==> src/rtl/core/lcfade_pkg.sv <==
// Package for the linear LED colour fade block: shared types, fixed widths,
// sequencer state codes and the numerator helper for the step division.
// No dependencies.
package lcfade_pkg;

    localparam int FRAC_BITS = 6;
    localparam int COL_W     = 8;
    localparam int LVL_W     = COL_W + FRAC_BITS;   // 8.6 unsigned level
    localparam int STEP_W    = LVL_W + 1;           // signed step
    localparam int DUR_W     = 16;
    localparam int IDX_W     = 6;
    localparam int NUM_CH    = 3;

    localparam logic [LVL_W-1:0] LEVEL_MAX = '1;
    localparam logic [3:0]       QBIT_TOP  = 4'(LVL_W - 1);
    localparam logic [1:0]       CH_LAST   = 2'(NUM_CH - 1);

    localparam logic REQ_LOAD = 1'b0;
    localparam logic REQ_TICK = 1'b1;

    typedef logic [COL_W-1:0]         t_colour;
    typedef logic [LVL_W-1:0]         t_level;
    typedef logic signed [STEP_W-1:0] t_step;

    typedef enum logic [5:0] {
        S_IDLE  = 6'b000001,
        S_DIV   = 6'b000010,
        S_LDWR  = 6'b000100,
        S_TRD   = 6'b001000,
        S_TCALC = 6'b010000,
        S_TOUT  = 6'b100000
    } t_state;

    // Sign and magnitude of (init - target) << FRAC_BITS.
    function automatic logic [LVL_W:0] num_sign_mag(input t_colour init, input t_colour tgt);
        logic [COL_W:0]   diff;
        logic [COL_W-1:0] mag;
        diff = {1'b0, init} - {1'b0, tgt};
        mag  = diff[COL_W] ? COL_W'(-diff) : diff[COL_W-1:0];
        return {diff[COL_W], mag, {FRAC_BITS{1'b0}}};
    endfunction

endpackage

==> src/rtl/core/led_colour_linear_fade.sv <==
// Top level of the linear LED colour fade: request channel, result channel,
// duration register, per-LED stores and a shared bit-serial step divider.
// Depends on lcfade_pkg.
//
// Usage:
//  - Slave channel (i_s_axis_*): tuser selects the request kind, 0 loads one
//    LED (index, present colour, target colour), 1 is a refresh tick.
//  - Master channel (o_m_axis_*): a tick returns one result per LED, LED 0
//    first; tlast marks the last LED and stands for the refresh strobe.
//  - Config channel (i_cfg_*): writes fade_duration; always ready. Write it
//    only while the block is idle.
//  - Load: the shared restoring divider produces one quotient bit a cycle,
//    14 bits for each of three channels; a load goes through accept, the
//    divider and one store write. With a zero duration the divider is
//    skipped; a load addressing an LED beyond the string is dropped in the
//    accept cycle.
//  - Tick: each LED passes through store read, level update and result
//    hand-off in turn, and a receiver stall holds the hand-off. The LED store
//    has one read and one write port.
//  - o_s_axis_tready is high only while idle; a request is taken whenever the
//    block is idle.
//  - A receiver stall holds the result register and the walk; nothing drops.
//  - Reset clears the tick count, duration and sequencer. The LED stores
//    hold no reset value: read only LEDs that were loaded.
module led_colour_linear_fade #(
    parameter int NUM_LEDS = 16
) (
    input  logic        i_clk,
    input  logic        i_rst_n,
    // request channel
    input  logic        i_s_axis_tvalid,
    output logic        o_s_axis_tready,
    // tdata, low bit up: led_index[6], initial_red[8], initial_green[8],
    // initial_blue[8], target_red[8], target_green[8], target_blue[8], pad[2]
    input  logic [55:0] i_s_axis_tdata,
    // tuser: req_type[1]
    input  logic        i_s_axis_tuser,
    // result channel
    output logic        o_m_axis_tvalid,
    input  logic        i_m_axis_tready,
    // tdata, low bit up: out_led[6], out_red[8], out_green[8], out_blue[8], pad[2]
    output logic [31:0] o_m_axis_tdata,
    // tlast: frame_end
    output logic        o_m_axis_tlast,
    // configuration write channel
    input  logic        i_cfg_valid,
    output logic        o_cfg_ready,
    input  logic [15:0] i_cfg_data
);
    import lcfade_pkg::*;

    localparam int LED_W = (NUM_LEDS > 1) ? $clog2(NUM_LEDS) : 1;
    localparam logic [LED_W-1:0] LED_LAST = LED_W'(NUM_LEDS - 1);
    localparam logic [IDX_W:0]   LED_CNT  = (IDX_W + 1)'(NUM_LEDS);

    // control state
    t_state             r_state, n_state;
    logic [DUR_W-1:0]   r_dur;
    logic [DUR_W-1:0]   r_ticks;
    logic               r_out_valid;
    logic [LED_W-1:0]   r_led;
    logic [3:0]         r_bit;
    logic [1:0]         r_ch;

    // payload registers
    logic [LED_W-1:0]            r_addr;
    t_colour [NUM_CH-1:0]        r_init;
    t_colour [NUM_CH-1:0]        r_tgt;
    t_step   [NUM_CH-1:0]        r_step;
    logic [LVL_W-1:0]            r_num;
    logic [DUR_W-1:0]            r_rem;
    logic [LVL_W-1:0]            r_quo;
    logic                        r_neg;
    logic [IDX_W+3*COL_W-1:0]    r_out_data;
    logic                        r_out_last;

    // LED stores and their registered read data
    t_colour [NUM_CH-1:0] mem_tgt [NUM_LEDS];
    t_level  [NUM_CH-1:0] mem_lvl [NUM_LEDS];
    t_step   [NUM_CH-1:0] mem_step[NUM_LEDS];
    t_colour [NUM_CH-1:0] r_rd_tgt;
    t_level  [NUM_CH-1:0] r_rd_lvl;
    t_step   [NUM_CH-1:0] r_rd_step;

    // request decode
    logic             in_acc;
    logic [IDX_W-1:0] in_idx;
    logic             in_hit;
    assign in_acc = i_s_axis_tvalid && o_s_axis_tready;
    assign in_idx = i_s_axis_tdata[IDX_W-1:0];
    assign in_hit = ({1'b0, in_idx} < LED_CNT);

    assign o_s_axis_tready = (r_state == S_IDLE);
    assign o_cfg_ready     = 1'b1;
    assign o_m_axis_tvalid = r_out_valid;
    assign o_m_axis_tdata  = {2'b00, r_out_data};
    assign o_m_axis_tlast  = r_out_last;

    // shared divider: one restoring step per cycle
    logic [DUR_W:0]   div_trial;
    logic             div_qbit;
    logic [DUR_W-1:0] div_rem;
    logic [LVL_W-1:0] div_quo;
    logic [STEP_W-1:0] div_q15;
    t_step            div_step;
    logic [LVL_W:0]   nxt_sm;
    assign div_trial = {r_rem, r_num[LVL_W-1]} - {1'b0, r_dur};
    assign div_qbit  = !div_trial[DUR_W];
    assign div_rem   = div_qbit ? div_trial[DUR_W-1:0] : {r_rem[DUR_W-2:0], r_num[LVL_W-1]};
    assign div_quo   = {r_quo[LVL_W-2:0], div_qbit};
    assign div_q15   = {1'b0, div_quo};
    assign div_step  = r_neg ? t_step'(~div_q15 + 1'b1) : t_step'(div_q15);
    assign nxt_sm    = num_sign_mag(r_init[r_ch + 2'd1], r_tgt[r_ch + 2'd1]);

    // tick update of one LED, all three channels side by side
    t_level  [NUM_CH-1:0] upd_lvl;
    t_colour [NUM_CH-1:0] upd_col;
    always_comb begin
        for (int c = 0; c < NUM_CH; c++) begin
            logic signed [LVL_W+2:0] diff;
            diff = $signed({3'b000, r_rd_lvl[c]}) - $signed({{2{r_rd_step[c][STEP_W-1]}}, r_rd_step[c]});
            if (diff[LVL_W+2]) begin
                upd_lvl[c] = '0;
            end else if (diff[LVL_W+1:LVL_W] != 2'b00) begin
                upd_lvl[c] = LEVEL_MAX;
            end else begin
                upd_lvl[c] = diff[LVL_W-1:0];
            end
            upd_col[c] = (r_ticks != '0) ? upd_lvl[c][LVL_W-1:FRAC_BITS] : r_rd_tgt[c];
        end
    end

    // sequencer
    always_comb begin
        n_state = r_state;
        unique case (r_state)
            S_IDLE: begin
                if (in_acc) begin
                    if (i_s_axis_tuser == REQ_TICK) begin
                        n_state = S_TRD;
                    end else if (in_hit) begin
                        n_state = (r_dur == '0) ? S_LDWR : S_DIV;
                    end
                end
            end
            S_DIV: begin
                if (r_bit == '0 && r_ch == CH_LAST) begin
                    n_state = S_LDWR;
                end
            end
            S_LDWR:  n_state = S_IDLE;
            S_TRD:   n_state = S_TCALC;
            S_TCALC: n_state = S_TOUT;
            S_TOUT: begin
                if (i_m_axis_tready) begin
                    n_state = (r_led == LED_LAST) ? S_IDLE : S_TRD;
                end
            end
            default: n_state = S_IDLE;
        endcase
    end

    // control registers
    always_ff @(posedge i_clk) begin
        if (!i_rst_n) begin
            r_state     <= S_IDLE;
            r_dur       <= '0;
            r_ticks     <= '0;
            r_out_valid <= 1'b0;
            r_led       <= '0;
            r_bit       <= '0;
            r_ch        <= '0;
        end else begin
            r_state <= n_state;
            if (i_cfg_valid && o_cfg_ready) begin
                r_dur <= i_cfg_data;
            end
            unique case (r_state)
                S_IDLE: begin
                    r_led <= '0;
                    r_bit <= QBIT_TOP;
                    r_ch  <= '0;
                end
                S_DIV: begin
                    // advance bit, then channel
                    if (r_bit == '0) begin
                        r_bit <= QBIT_TOP;
                        r_ch  <= r_ch + 2'd1;
                    end else begin
                        r_bit <= r_bit - 4'd1;
                    end
                end
                S_LDWR:  r_ticks <= r_dur;
                S_TRD:   ;
                S_TCALC: r_out_valid <= 1'b1;
                S_TOUT: begin
                    if (i_m_axis_tready) begin
                        r_out_valid <= 1'b0;
                        r_led       <= r_led + 1'b1;
                        if (r_led == LED_LAST && r_ticks != '0) begin
                            r_ticks <= r_ticks - 1'b1;
                        end
                    end
                end
                default: ;
            endcase
        end
    end

    // payload registers
    always_ff @(posedge i_clk) begin
        if (r_state == S_IDLE) begin
            logic [LVL_W:0] sm0;
            sm0 = num_sign_mag(i_s_axis_tdata[IDX_W +: COL_W],
                               i_s_axis_tdata[IDX_W + 3*COL_W +: COL_W]);
            r_addr <= in_idx[LED_W-1:0];
            for (int c = 0; c < NUM_CH; c++) begin
                r_init[c] <= i_s_axis_tdata[IDX_W + c*COL_W +: COL_W];
                r_tgt[c]  <= i_s_axis_tdata[IDX_W + (NUM_CH + c)*COL_W +: COL_W];
                r_step[c] <= '0;
            end
            r_neg <= sm0[LVL_W];
            r_num <= sm0[LVL_W-1:0];
            r_rem <= '0;
            r_quo <= '0;
        end else if (r_state == S_DIV) begin
            if (r_bit == '0) begin
                // hold the finished step, load the next numerator
                r_step[r_ch] <= div_step;
                r_neg        <= nxt_sm[LVL_W];
                r_num        <= nxt_sm[LVL_W-1:0];
                r_rem        <= '0;
                r_quo        <= '0;
            end else begin
                r_num <= {r_num[LVL_W-2:0], 1'b0};
                r_rem <= div_rem;
                r_quo <= div_quo;
            end
        end
        if (r_state == S_TCALC) begin
            r_out_data <= {upd_col[2], upd_col[1], upd_col[0], IDX_W'(r_led)};
            r_out_last <= (r_led == LED_LAST);
        end
    end

    // LED stores: one write port, one registered read port each
    always_ff @(posedge i_clk) begin
        if (r_state == S_LDWR) begin
            mem_tgt[r_addr]  <= r_tgt;
            mem_step[r_addr] <= r_step;
            for (int c = 0; c < NUM_CH; c++) begin
                mem_lvl[r_addr][c] <= {r_init[c], {FRAC_BITS{1'b0}}};
            end
        end else if (r_state == S_TCALC && r_ticks != '0) begin
            mem_lvl[r_led] <= upd_lvl;
        end
        r_rd_tgt  <= mem_tgt[r_led];
        r_rd_lvl  <= mem_lvl[r_led];
        r_rd_step <= mem_step[r_led];
    end

    // checks
    a_no_overlap: assert property (@(posedge i_clk) disable iff (!i_rst_n)
        !(o_s_axis_tready && o_m_axis_tvalid))
        else $error("request taken while a result is pending");

    a_last_led: assert property (@(posedge i_clk) disable iff (!i_rst_n)
        (o_m_axis_tvalid && o_m_axis_tlast) |-> (r_led == LED_LAST))
        else $error("frame end on a led other than the last");

    a_ticks_load: assert property (@(posedge i_clk) disable iff (!i_rst_n)
        (r_state == S_TCALC) |=> $stable(r_ticks))
        else $error("tick count moved in the middle of a walk");

    a_ticks_rise: assert property (@(posedge i_clk) disable iff (!i_rst_n)
        (r_state != S_LDWR) |=> (r_ticks <= $past(r_ticks)))
        else $error("tick count grew outside a load");

endmodule

==> config.mk <==
export PLATFORM = sky130hd
export DESIGN_NAME = led_colour_linear_fade
export DESIGN_NICKNAME = d
export VERILOG_FILES = /design/src/rtl/core/lcfade_pkg.sv /design/src/rtl/core/led_colour_linear_fade.sv
export SDC_FILE = /design/constraint.sdc
export NUM_CORES = 2
export LEC_CHECK = 0
export BUFFER_PORTS_ARGS = -buffer_cell sky130_fd_sc_hd__clkbuf_2
export CAP_MARGIN = 30
export CORE_ASPECT_RATIO = 0.5
export CORE_MARGIN = 5
export CORE_UTILIZATION = 50
export CTS_BUF_LIST = sky130_fd_sc_hd__clkbuf_4
export DETAILED_ROUTE_END_ITERATION = 8
export PLACE_DENSITY = 0.66
export SYNTH_ARGS = -nofsm -noshare
export SYNTH_HDL_FRONTEND = slang
export SYNTH_SLANG_ARGS = --single-unit
==> constraint.sdc <==
create_clock -name i_clk -period 19.7 [get_ports i_clk]
set_clock_uncertainty 0.1 [all_clocks]
set_input_delay 1.97 -clock i_clk [delete_from_list [all_inputs] [get_ports i_clk]]
set_output_delay 1.97 -clock i_clk [all_outputs]
set_load 0.02 [all_outputs]
# After elaboration in Yosys (flattened, before gate mapping)
# Memories as Yosys holds them, arrays and structs flattened. A register that Yosys moved wholly into a read port is not among the register bits.
# Cells that the tools add are included.
# word_totals
ramBits	1776
word_cells	139
reg_bits	219
mem_count	3
input_bits	78
output_inout_bits	36
# classes
n_addsub	13
n_eq_ne	14
n_mux	55
n_bitwise	1
n_reduce_logical	25
order_cmp	4
# mem_list
memory	words	width	rd	rd_ports_with_merged_regs	wr	line	source
mem_step	16	45	1	1	1	led_colour_linear_fade.sv:80	t_step [NUM_CH-1:0] mem_step[NUM_LEDS];
mem_lvl	16	42	1	1	1	led_colour_linear_fade.sv:79	t_level [NUM_CH-1:0] mem_lvl [NUM_LEDS];
mem_tgt	16	24	1	1	1	led_colour_linear_fade.sv:78	t_colour [NUM_CH-1:0] mem_tgt [NUM_LEDS];
# ops
operator	count
$mux W14	9
$mux W16	4
$mux W8	7
$sub A15 B15 Y16	3
$bwmux W45	1
$mux W42	1
$reduce_or A42 Y1	1
$bmux W8 S2	2
$pmux W16 S2	1
$demux W15 S2	1
$mux W15	2
$mux W6	5
$pmux W6 S5	1
$sub A8 B8 Y9	2
$sub A17 B16 Y17	1
$logic_not A16 Y1	1
$mux W4	4
$neg A8 Y8	2
$pmux W4 S2	2
$reduce_bool A16 Y1	1
$reduce_bool A2 Y1	8
$sub A16 B1 Y16 const B	1
$add A15 B1 Y15 const B	1
$not A14 Y15	1
29 further kinds	50

# Logic depth before layout (Yosys ltp)
# logic_depth
ltp_word	9
mapped_depth	18
ltp_nobuf	16

# Worst setup path before layout
# Ideal clock, no wire load.
# synth_timing
path_type	register -> register
from	register r_state[1]
to	memory mem_lvl[15][0] (netlist bit), enable pin
setup_ns	0.493
path_slack_ns	12.390
synth_period_minus_slack_ns	7.310
arrival_ns	6.717
path_buffers	1
required_time_ns	19.107
path_stages_with_launch	8
path_cell_list	dfxtp_1 > nor2_1 > nand2_1 > nor3b_1 > and2_1 > clkbuf_1 > a31oi_1 > nor3_1
# synth_between
elab_chain_len	7
word_cells_on_any_way	11
cone_classes	2 x eq/ne; 7 x mux; 2 x reduce/logical
# synth_lines
element	line	source
start, declared	led_colour_linear_fade.sv:57	t_state r_state, n_state;
start signal, assigned	led_colour_linear_fade.sv:174	r_state <= n_state;
$eq A6 B5 Y1	led_colour_linear_fade.sv:254	end else if (r_state == S_TCALC && r_ticks != '0) begin
$logic_and A1 B1 Y1	led_colour_linear_fade.sv:254	
$mux W1	led_colour_linear_fade.sv:254	
$mux W1	led_colour_linear_fade.sv:248	if (r_state == S_LDWR) begin
$mux W1 (not written as such)	led_colour_linear_fade.sv:255	mem_lvl[r_led] <= upd_lvl;
$reduce_or A42 Y1 (no source line)	n/a	
$mux W4 (no source line) / $mux W1 (equally long branches)	n/a	
end, declared	led_colour_linear_fade.sv:79	
# Several ways; a longest one is shown, not always the timed one.

# Final worst setup path
# layout_timing
from	register r_ch[0]
to	register r_num[13], data pin
# layout_between
elab_chain_len	9
word_cells_on_any_way	11
cone_classes	3 x add/sub; 8 x mux
# layout_lines
element	line	source
start, declared	led_colour_linear_fade.sv:63	logic [1:0] r_ch;
start signal, assigned	led_colour_linear_fade.sv:188	r_ch <= r_ch + 2'd1;
$add A2 B1 Y2 *	led_colour_linear_fade.sv:113	assign nxt_sm = num_sign_mag(r_init[r_ch + 2'd1], r_tgt[r_ch + 2'd1]);
$bmux W8 S2	led_colour_linear_fade.sv:113	
$mux W8 (not written as such)	led_colour_linear_fade.sv:113	
$sub A8 B8 Y9 *	lcfade_pkg.sv:38	diff = {1'b0, init} - {1'b0, tgt};
$neg A8 Y8	lcfade_pkg.sv:39	mag = diff[COL_W] ? COL_W'(-diff) : diff[COL_W-1:0];
$mux W8 *	lcfade_pkg.sv:39	
$mux W14 *	led_colour_linear_fade.sv:227	if (r_bit == '0) begin
$mux W14 *	led_colour_linear_fade.sv:226	end else if (r_state == S_DIV) begin
$mux W14 *	led_colour_linear_fade.sv:212	if (r_state == S_IDLE) begin
end signal, assigned	led_colour_linear_fade.sv:223	r_num <= sm0[LVL_W-1:0];
end signal, assigned	led_colour_linear_fade.sv:231	r_num <= nxt_sm[LVL_W-1:0];
end signal, assigned	led_colour_linear_fade.sv:235	r_num <= {r_num[LVL_W-2:0], 1'b0};
end, declared	led_colour_linear_fade.sv:70	logic [LVL_W-1:0] r_num;
# Every way passes the cells marked *; elsewhere a longest branch is shown, timed or not. The select of a mux whose other input is x is not followed.
# A chain may end at the register's enable or synchronous reset.

==> flow_summary.yaml <==
run_status:
  status: "finished, final reports clean"
sta:
  rsz0062_at_grt: "false"
  period_minus_slack_ns: 5.997
  tns_ns: 0
  max_freq_ghz: 0.1667
  finalHoldViolCount: 0
  slew_violations: 0
  relSlewSlack: 0.3133
  min_period_over_period: 0.3044
  fin_hold_ws_ns: 0.3797
  setup-violations-final: 0
  tightest_slew_ns: 1.027
critical_path:
  worst_setup_path_start_kind: "flip-flop"
  cp-startpoint: "r_ch[0]$_SDFFE_PN0P_"
  endpoint_kind: "flip-flop"
  reg2reg_depth: 17
  cp_max_fo: 18
  crit_required_ns: 20.65
  r2r_start: "r_ch[0]$_SDFFE_PN0P_"
  path_class: "reg2reg"
  worst_ep_arrival_time_ns: 6.95
cts:
  cts_setup_buffers: 0
  cts.clk_slew.worst_paths_ns: 0.07
  cts_tree: "yes"
  clock-root-buffer: "clkbuf_4"
  cts_hold_buf: 0
  numCtsBuffers: 470
  h-tree-depth: 5
  cts_sinks: 2100
  cts.path.max_buffers: 4
  clkLatencyLatePin_ns: 1.36
  cts_resized: 0
min_path:
  hp-class: "reg2reg"
  hold_start: "r_rem[8]$_SDFFE_PP0P_"
  whs_path_depth: 2
pwr:
  p_sw_mw: 2.360
  leakagePower_nw: 30.19
  p_total_mw: 9.538
  clock_power_share: 0.364
  pwr-share-seq: 0.559
  ir_worst_vdd_mv: 0.08461
  switching_share: 0.2474
  power.density_nw_per_um2: 103.3
  comb_power_share: 0.077
  internal_power_mw: 7.178
finish:
  final_nets: 4866
  syn_to_final_growth_pct: 12.37
  drive_gt1_frac: 0.3204
  stdcell_area_um2: 92320
synth:
  synthDistinctLibCells: 70
  post-synth-top-area-cell: "edfxtp_1"
  synth.most_common_cell: "edfxtp_1"
  syn_area_um2: 82150
  postSynth.asyncResetShare: 0
  synth_area_leaders: "edfxtp_1 (68%), mux4_2 (15%), dfxtp_1 (5.7%)"
  yosysSeqAreaShare: 0.7391
  synth-seq-cells: 2100
  synthTopCellsByCount: "edfxtp_1 (1866), mux4_2 (555), dfxtp_1 (234)"
  synth_edf_count: 1866
  postSynthAreaPerCell_um2: 19.61
  synth_cells: 4189
  synth_ff_type: "edfxtp_1"
  synth_warnings: 0
  yosysTopAreaCellShare: 0.6821
floorplanning:
  core-area_um2: 163700
  io_pins: 114
  fp-row-count: 105
  die_w_um: 583.2
  die_h_um: 296.6
  design.die.area_um2: 173000
  initial_utilization: 0.5019
placement:
  dpl.hpwl_mm: 113.9
  gp_congestion: 0.8790
  dpl_cell_area_um2: 85920
  io_buffers: 106
detailed_routing:
  vias: 43460
  drc: 0
  ant_nets: 0
  drt-pass1-iter-count: 5
  vias_per_cell: 5.966
  drt-total-wl_mm: 203.1
  avgRoutedWirePerCell_um: 27.88
  drt_iter0_drc: 4983
global_routing:
  grt_max_degree: 133
  grt_first_pass_wirelength_mm: 295.2
  grt_pass1_vias: 44030
  globalRouteTotalUtil: 0.2358
  overflow: 0
  antenna_found_initial: 10
flow_run:
  max_cap_viol_count: 0
## routing by layer
| layer | track usage | wire [um] |
|---|---|---|
| met5 | 0 | 0 |
| met1 | 0.3430 | 84660 |
| met2 | 0.3595 | 93450 |
| met3 | 0.05433 | 20380 |
| met4 | 0.07597 | 4615 |
## layout by cell type (no fill, tap or decap), types with 9 or more instances in the layout
cell / instances
dfxtp_1: 231
o211ai_1: 10
nand3b_1: 11
xnor2_1: 48
o21a_1: 26
a21oi_1: 118
nor2_1: 158
nand2_1: 162
nand3_1: 27
clkinv_1: 81
mux4_2: 555
xor2_1: 18
nor2b_1: 40
a22o_1: 12
and3_1: 11
a211oi_1: 32
nor3_1: 30
o21ai_0: 140
buf_4: 114
clkbuf_2: 106
or3_1: 9
nand2b_1: 14
and2_1: 16
clkbuf_4: 759
edfxtp_1: 1866
a21boi_0: 9
nor2_4: 25
a21o_1: 24
o31ai_1: 11
mux2i_1: 47
a31oi_1: 24
inv_1: 102
ha_1: 83
## power by group through the flow
stage / sequential, mW / combinational, mW / clock [mW]
finish: 5.33 / 0.735 / 3.48
global route: 5.33 / 0.800 / 3.80
CTS: 5.32 / 0.725 / 3.55
detailed placement: 5.42 / 0.721 / 0
global placement: 5.41 / 0.695 / 0
floorplan: 5.32 / 0.445 / 0
## final cells by class
class | count | area [um2]
inverter | 106 | 407.9
clock inverter | 101 | 584.3
tap | 2193 | 2744
fill | 12420 | 71380
timing repair buffer | 229 | 1597
multi-input combinational | 1792 | 20540
clock buffer | 759 | 5698
antenna | 5 | 12.51
sequential | 2100 | 60730
## logic make-up after synthesis
logic type	share of synthesized area
adder cells (fa/ha/maj)	0.01410
AO/OA/AOI/OAI	0.03578
flip-flops	0.7391
multiplexers	0.1582
AND/OR/NAND/NOR	0.03175
other	0.00009142
XOR/XNOR	0.007036
buffers and inverters	0.01400
## critical path, cell delays in order (launching register included)
cell      delay [ns]
dfxtp_1         0.42
clkinv_1        0.62
ha_1            0.54
buf_4           0.25
nor2_2          0.80
nand2_1         0.16
o21ai_0         0.18
ha_1            0.23
inv_1           0.06
fa_1            0.48
a211o_1         0.29
o211ai_1        0.16
a21oi_1         0.14
o22ai_1         0.56
o31ai_1         0.19
xnor2_1         0.18
o211ai_1        0.22
o21ai_0         0.15
## sequential cells by signal, indices dropped and copies added (netlist names)
name / cells
mem_tgt: 384
r_ticks: 16
r_dur: 16
r_quo: 13
r_neg: 1
r_bit: 4
r_rd_tgt: 24
o_m_axis_tvalid: 1
mem_step: 720
r_rem: 16
r_step: 45
r_rd_step: 45
r_state: 6
r_tgt: 24
r_addr: 4
r_init: 24
r_ch: 2
r_out_data: 28
mem_lvl: 672
o_m_axis_tlast: 1
r_rd_lvl: 42
r_led: 4
r_num: 8
## through the flow
stage               setup slack, ns  cells    util
finish                        13.70   7285  0.5640
global route                  13.35   7282  0.5639
CTS                           13.85   7271  0.5633
detailed placement            13.88   6411  0.5249
global placement              13.97   6402  0.5240
floorplan                     12.39   4192       -
## final timing paths
check	end	slack (ns)
max reg2reg	r_num[13]$_DFFE_PP_	13.70
min reg2reg	r_rem[8]$_SDFFE_PP0P_	0.38
min	r_rem[8]$_SDFFE_PP0P_	0.38
max	r_num[13]$_DFFE_PP_	13.70
No activity file was read; power rests on OpenSTA's default activity.
